**src/lqse_div.sv**
```systemverilog
// Pipelined restoring divider, one quotient bit per stage, with side payload.
// Standalone; used by the engine top level and the sigmoid.
`default_nettype none

module lqse_div #(
    parameter int NW = 32,
    parameter int DW = 32,
    parameter int PW = 1
) (
    input  wire logic          aclk,
    input  wire logic          aresetn,
    input  wire logic          ce,
    input  wire logic          in_valid,
    input  wire logic [NW-1:0] in_num,
    input  wire logic [DW-1:0] in_den,
    input  wire logic [PW-1:0] in_pay,
    output logic               out_valid,
    output logic [NW-1:0]      out_quo,
    output logic [PW-1:0]      out_pay
);

    logic [DW-1:0] rem_reg [NW];
    logic [NW-1:0] nq_reg  [NW];
    logic [DW-1:0] den_reg [NW];
    logic [PW-1:0] pay_reg [NW];
    logic          vld_reg [NW];

    for (genvar i = 0; i < NW; i++) begin : g_stage
        logic [DW-1:0] rem_in;
        logic [NW-1:0] nq_in;
        logic [DW-1:0] den_in;
        logic [PW-1:0] pay_in;
        logic          vld_in;
        logic [DW:0]   trial;
        logic          fits;

        if (i == 0) begin : g_head
            assign rem_in = '0;
            assign nq_in  = in_num;
            assign den_in = in_den;
            assign pay_in = in_pay;
            assign vld_in = in_valid;
        end else begin : g_body
            assign rem_in = rem_reg[i-1];
            assign nq_in  = nq_reg[i-1];
            assign den_in = den_reg[i-1];
            assign pay_in = pay_reg[i-1];
            assign vld_in = vld_reg[i-1];
        end

        // Shift in the next numerator bit and try to subtract the divisor.
        assign trial = {rem_in, nq_in[NW-1]};
        assign fits  = (trial >= {1'b0, den_in});

        always_ff @(posedge aclk) begin
            if (!aresetn) begin
                vld_reg[i] <= 1'b0;
            end else if (ce) begin
                vld_reg[i] <= vld_in;
            end
        end

        // The numerator shifts out at the top while quotient bits enter below.
        always_ff @(posedge aclk) begin
            if (ce) begin
                rem_reg[i] <= fits ? DW'(trial - {1'b0, den_in}) : trial[DW-1:0];
                nq_reg[i]  <= {nq_in[NW-2:0], fits};
                den_reg[i] <= den_in;
                pay_reg[i] <= pay_in;
            end
        end
    end

    assign out_valid = vld_reg[NW-1];
    assign out_quo   = nq_reg[NW-1];
    assign out_pay   = pay_reg[NW-1];

endmodule

`default_nettype wire

```
**config.mk**
```make
export PLATFORM = sky130hd
export DESIGN_NAME = lqse_div
export DESIGN_NICKNAME = d
export VERILOG_FILES = /design/src/lqse_div.sv
export SDC_FILE = /design/constraint.sdc
export NUM_CORES = 2
export LEC_CHECK = 0
export BUFFER_PORTS_ARGS = -buffer_cell sky130_fd_sc_hd__buf_2
export CAP_MARGIN = 20
export CORE_MARGIN = 3
export CORE_UTILIZATION = 66
export CTS_BUF_LIST = sky130_fd_sc_hd__clkbuf_2
export DETAILED_ROUTE_END_ITERATION = 8
export GPL_TIMING_DRIVEN = 0
export HOLD_SLACK_MARGIN = 0.08
export PLACE_DENSITY = 0.82
export SYNTH_ARGS = -nofsm -noshare
export SYNTH_HDL_FRONTEND = slang
export SYNTH_SLANG_ARGS = --single-unit
export TNS_END_PERCENT = 30
```
**constraint.sdc**
```tcl
create_clock -name aclk -period 4.3 [get_ports aclk]
set_input_delay 0.86 -clock aclk [delete_from_list [all_inputs] [get_ports aclk]]
set_output_delay 0.86 -clock aclk [all_outputs]
set_load 0.05 [all_outputs]
```
* Word level (Yosys, flattened, before mapping)
Memory sizes are Yosys's and may differ from the RTL's.
Cells that the tools add are included.
** Storage, ports and cells
- Bits in registers :: 0
- Latch bits :: 0
- Bits in writable memories :: 3136
- Memory bits (read-only) :: 0
- Input bits :: 69
- Output and inout port bits :: 34
- Word-level logic and storage cells :: 170
- Memories :: 5
** Cells by class
- $add $sub $neg :: 32
- $mul :: 0
- Div/mod/pow operators :: 0
- $lt $le $gt $ge :: 32
- Equality and inequality tests :: 0
- Shift operators :: 0
- Mux-type cells :: 69
- Bitwise gates (word level) :: 32
- Reductions and logical operators :: 0
** Memory list
- den_reg :: words 32, bits a word 32, rd ports 31, clocked after Yosys merged registers in 0, wr ports 32, RTL line 24 : logic [DW-1:0] den_reg [NW];
- nq_reg :: words 32, bits a word 32, rd ports 32, clocked after Yosys merged registers in 0, wr ports 32, RTL line 23 : logic [NW-1:0] nq_reg [NW];
- rem_reg :: words 32, bits a word 32, rd ports 31, clocked after Yosys merged registers in 0, wr ports 32, RTL line 22 : logic [DW-1:0] rem_reg [NW];
- pay_reg :: words 32, bits a word 1, rd ports 32, clocked after Yosys merged registers in 0, wr ports 32, RTL line 25 : logic [PW-1:0] pay_reg [NW];
- vld_reg :: words 32, bits a word 1, rd ports 32, clocked after Yosys merged registers in 0, wr ports 32, RTL line 26 : logic vld_reg [NW];
** Operators by type and width (number)
- 32-bit two-way mux :: 32
- 33-bit by 32-bit >= comparator with 1-bit output :: 31
- 32-bit subtractor :: 31
- 1-bit two-way mux :: 37
- 1-bit by 32-bit >= comparator with 1-bit output :: 1
- 1-bit bitwise OR :: 32
- 1-bit by 32-bit subtractor with 32-bit output :: 1

* Longest topological paths before layout
- Depth in word-level cells :: 4
- Mapped depth :: 16
- Gate-level depth less buffers :: 13

* Worst setup path before layout
OpenSTA, ideal clock, no wires.
- Kind :: register -> register
- Start :: mem den_reg[16][1] (netlist: den_reg[1][1])
- End :: mem rem_reg[17][27] (netlist: rem_reg[1][59]) (data pin)
- Setup time :: 0.260 ns
- Arrival :: 3.118 ns
- Data required time :: 4.040 ns
- Slack :: 0.922 ns
- Stages on the path, launching flop included :: 14
- Buffers on the path :: 1
- Period minus slack after synthesis :: 3.378 ns
- Cells stage by stage :: edfxtp_1 -> inv_1 -> ha_1 -> nor2b_1 -> o31a_1 -> o31ai_2 -> o2bb2ai_1 -> o31ai_2 -> a31oi_4 -> nor2_1 -> a211o_1 -> a311oi_4 -> buf_6 -> mux2_2
** RTL lines (RTL line)
- start: declaration :: 24
- end: declaration :: 22

==> run metrics <==
Top-Level Pins=103; largest net degree at the start of global routing=205; violation count after the first detailed-routing iteration=11192; required time reported for the critical path endpoint=5.86 ns; count of flip-flops with a built-in enable after synthesis=3071; top library cells by usage in the layout, fill and taps aside=sky130_fd_sc_hd__edfxtp_1 (3071), sky130_fd_sc_hd__inv_1 (1274), sky130_fd_sc_hd__clkbuf_2 (1047); final worst-path cycle share=1.01; failing checks=negative hold slack, negative setup slack; delay contributed by the slowest stage of the critical path=0.53 ns; overall die height=493 um; worst slew margin relative to its limit=0.157; TNS Setup=-0.0794 ns; GR Layer Usage met1=0.400; GRT Util Overall=0.308; leading cell type in the layout, fill and taps excluded=sky130_fd_sc_hd__edfxtp_1; clock insertion delay at the later pin of the skew report=2.13 ns; DP Cell Count=16032; capturing element type of the critical path=register; Yosys warning total=0; Core Region=236000 um^2; clk slew on worst S/H paths=0.16 ns; post-synthesis cell area=157000 um^2; half-perimeter wire length of the detailed placement result=271000 um; global placer's final weighted congestion=0.964; Max Clock Freq=0.231 GHz; initial antenna violation count=16; Hold Violations, Final=95; share of cells above drive strength 1=0.130; vias in the first global route=106247; count of cell types in the netlist=115; max reg flops=1024; cell types with the largest area share after synthesis=sky130_fd_sc_hd__edfxtp_1 (59%), sky130_fd_sc_hd__ha_1 (7.9%), sky130_fd_sc_hd__inv_1 (3.1%), sky130_fd_sc_hd__a21oi_1 (2.7%), sky130_fd_sc_hd__o21ai_0 (2.7%); CTS Root Buffer Type=sky130_fd_sc_hd__clkbuf_2; CTS tree=done; biggest area consumer among synthesized cells=sky130_fd_sc_hd__edfxtp_1; MaxCap Viol Count=0; grt met3 use=0.0527; total number of vias=107361; minimum clock period=4.33 ns; global-route wire length before repair=588000 um; crit path max fanout=10; GR Util met2=0.512; asr flop ratio synth=0; clock buffer count from CTS=752; DRT Wirelength=383000 um; busiest layer in global routing=met2; post-synthesis sequential element count=3072; Hold/Removal Path Class=in -> reg; setup repair after global routing missed its margin=true; count of input and output buffers=102; number of core rows=178; share of the yosys chip area belonging to registers=0.588; count of endpoints failing setup in the final report=3; Buf+Inv Stages, Crit Path=1; initial cell density of the core=0.665; Worst Slack Setup Final=-0.0311 ns; level count of the clock H-tree=6; count of clock tree sinks=3072; area growth from synthesis to final layout=9.29%; CP arrival=5.89 ns; final count of pins violating max slew=0; non-filler instance count after layout=17572; core utilization of the finished layout=0.726; power per standard cell area=730 nW/um^2; remaining antenna violation count after routing=0; crit path max-delay cell type=sky130_fd_sc_hd__edfxtp_1; worst-case clock skew=0.326 ns; DRT Pass-1 Iters=9; run status=finished with violations; post-route cell area=171000 um^2; static leakage power=70.3 nW; type of the worst setup path=reg -> reg; Largest delay share family, worst path=compound AO/OA/AOI/OAI gates; DRC Markers=0; peak supply drop=0.542 mV; die area=243000 um^2; Routed WL per cell=21.8 um; power share of the combinational group=0.467; switching share of power=0.405; area share of the largest cell type after synthesis=0.588; critical path startpoint category=register; ratio of routed vias to standard cells=6.11; Post-Syn Instances=12761; maximum count of clock buffers along a single path=4; synthesized area per cell=12.3 um^2; Clk pwr share=0.156; synthesized net count=13854; total congestion overflow=0; Min Hold Slack=-0.638 ns; main flop type after synthesis=sky130_fd_sc_hd__edfxtp_1; Final nets=14954; placement-stage cell area=162000 um^2; Internal Dissipation=74.4 mW; floorplan die width=493 um; Flop pwr share=0.377; Sw Pwr=50.6 mW; Least-Margin Pin Slew=1.27 ns; chain of cells forming the critical path=ha_1, o21ai_0, a211oi_2, nor4b_2, nor4_1, o21ai_1, o311ai_0, a21oi_1, nor2_1, a211o_2, clkbuf_4, mux2_2
-- metrics by stage --
step	total power, mW	setup WS [ns]
floorplan	87.5	0.922
global placement	105	-43.60
detailed placement	104	-2.49
CTS	124	0.00455
global route	133	-0.141
finish	125	-0.0311
-- synthesized netlist by cell type (32+ instances only) --
master,instances
sky130_fd_sc_hd__inv_1,1274
sky130_fd_sc_hd__a21o_1,504
sky130_fd_sc_hd__nand2_1,876
sky130_fd_sc_hd__xnor2_1,464
sky130_fd_sc_hd__and2_1,35
sky130_fd_sc_hd__ha_1,994
sky130_fd_sc_hd__nor2_1,592
sky130_fd_sc_hd__a21boi_0,46
sky130_fd_sc_hd__o31ai_1,75
sky130_fd_sc_hd__nor3_1,153
sky130_fd_sc_hd__buf_2,56
sky130_fd_sc_hd__mux2_2,353
sky130_fd_sc_hd__a31oi_1,96
sky130_fd_sc_hd__o31a_1,40
sky130_fd_sc_hd__o21ai_0,843
sky130_fd_sc_hd__a211oi_1,86
sky130_fd_sc_hd__mux2i_1,52
sky130_fd_sc_hd__nor4_1,50
sky130_fd_sc_hd__nand4_1,167
sky130_fd_sc_hd__xor2_1,327
sky130_fd_sc_hd__o21bai_1,140
sky130_fd_sc_hd__or3_1,44
sky130_fd_sc_hd__mux2_1,76
sky130_fd_sc_hd__edfxtp_1,3071
sky130_fd_sc_hd__nand3_1,184
sky130_fd_sc_hd__o21a_1,128
sky130_fd_sc_hd__o211ai_1,48
sky130_fd_sc_hd__and3_1,89
sky130_fd_sc_hd__a211o_1,32
sky130_fd_sc_hd__a21oi_1,850
sky130_fd_sc_hd__nand2b_1,126
sky130_fd_sc_hd__clkbuf_1,210
sky130_fd_sc_hd__nor2b_1,140
-- power groups by stage --
stage / Combinational, mW / Clock [mW] / Sequential (mW)
after floorplan: 42.1 / 0 / 45.4
after detailed placement: 56.3 / 0 / 47.7
after global placement: 54.6 / 0 / 49.9
after global routing: 64.1 / 21.5 / 47.6
final: 58.4 / 19.4 / 47.1
after CTS: 57.1 / 19.9 / 47.1
-- area by class of cell --
type / instances / area [um^2]
Sequential cell: 3072 / 92200
Fill cell: 15654 / 64500
Multi-Input combinational cell: 8120 / 58800
Clock buffer: 1024 / 5120
Inverter: 1277 / 4800
Tap cell: 3150 / 3940
Timing Repair Buffer: 349 / 3410
Clock inverter: 269 / 1650
Buffer: 289 / 1350
Antenna cell: 22 / 55.1
-- worst paths after layout --
| check | startpoint | end | slack, ns | cells past startpoint |
|---|---|---|---|---|
| worst max register to register | rem_reg[0][33]$_DFFE_PP_ | rem_reg[0][93]$_DFFE_PP_ | -0.03 | 12 |
| worst min-delay path | ce | nq_reg[4][5]$_DFFE_PP_ | -0.64 | 2 |
| worst max-delay path | rem_reg[0][33]$_DFFE_PP_ | rem_reg[0][93]$_DFFE_PP_ | -0.03 | 12 |
| worst min register to register | den_reg[0][220]$_DFFE_PP_ | den_reg[0][252]$_DFFE_PP_ | 0.30 | 0 |
-- per-layer routing --
layer,vias up,part of all wire,wire (um)
met2,4895,0.48,186000
met1,51321,0.40,152000
li1,49925,-,-
met4,8,0.047,18100
met3,1212,0.070,27000
met5,-,0.00014,54
-- timing repair --
item                                   CTS  global route
setup buffers                            4            17
pin swaps                                2             9
setup endpoints to repair              297           602
hold buffers                           202             1
resized for setup                       29            98
cloned                                   1             3
endpoints found under the hold margin  637           259
-- kinds of logic after synthesis --
kind of cell / after synthesis / synth area share
simple gates: 2593 / 0.0788
xor+xnor: 791 / 0.0442
mux: 499 / 0.0359
fa+ha+maj: 1024 / 0.0832
buf+inv: 1569 / 0.0390
compound gates: 3213 / 0.131
flops: 3072 / 0.588
Note: power is estimated with default switching activity, not from simulation.
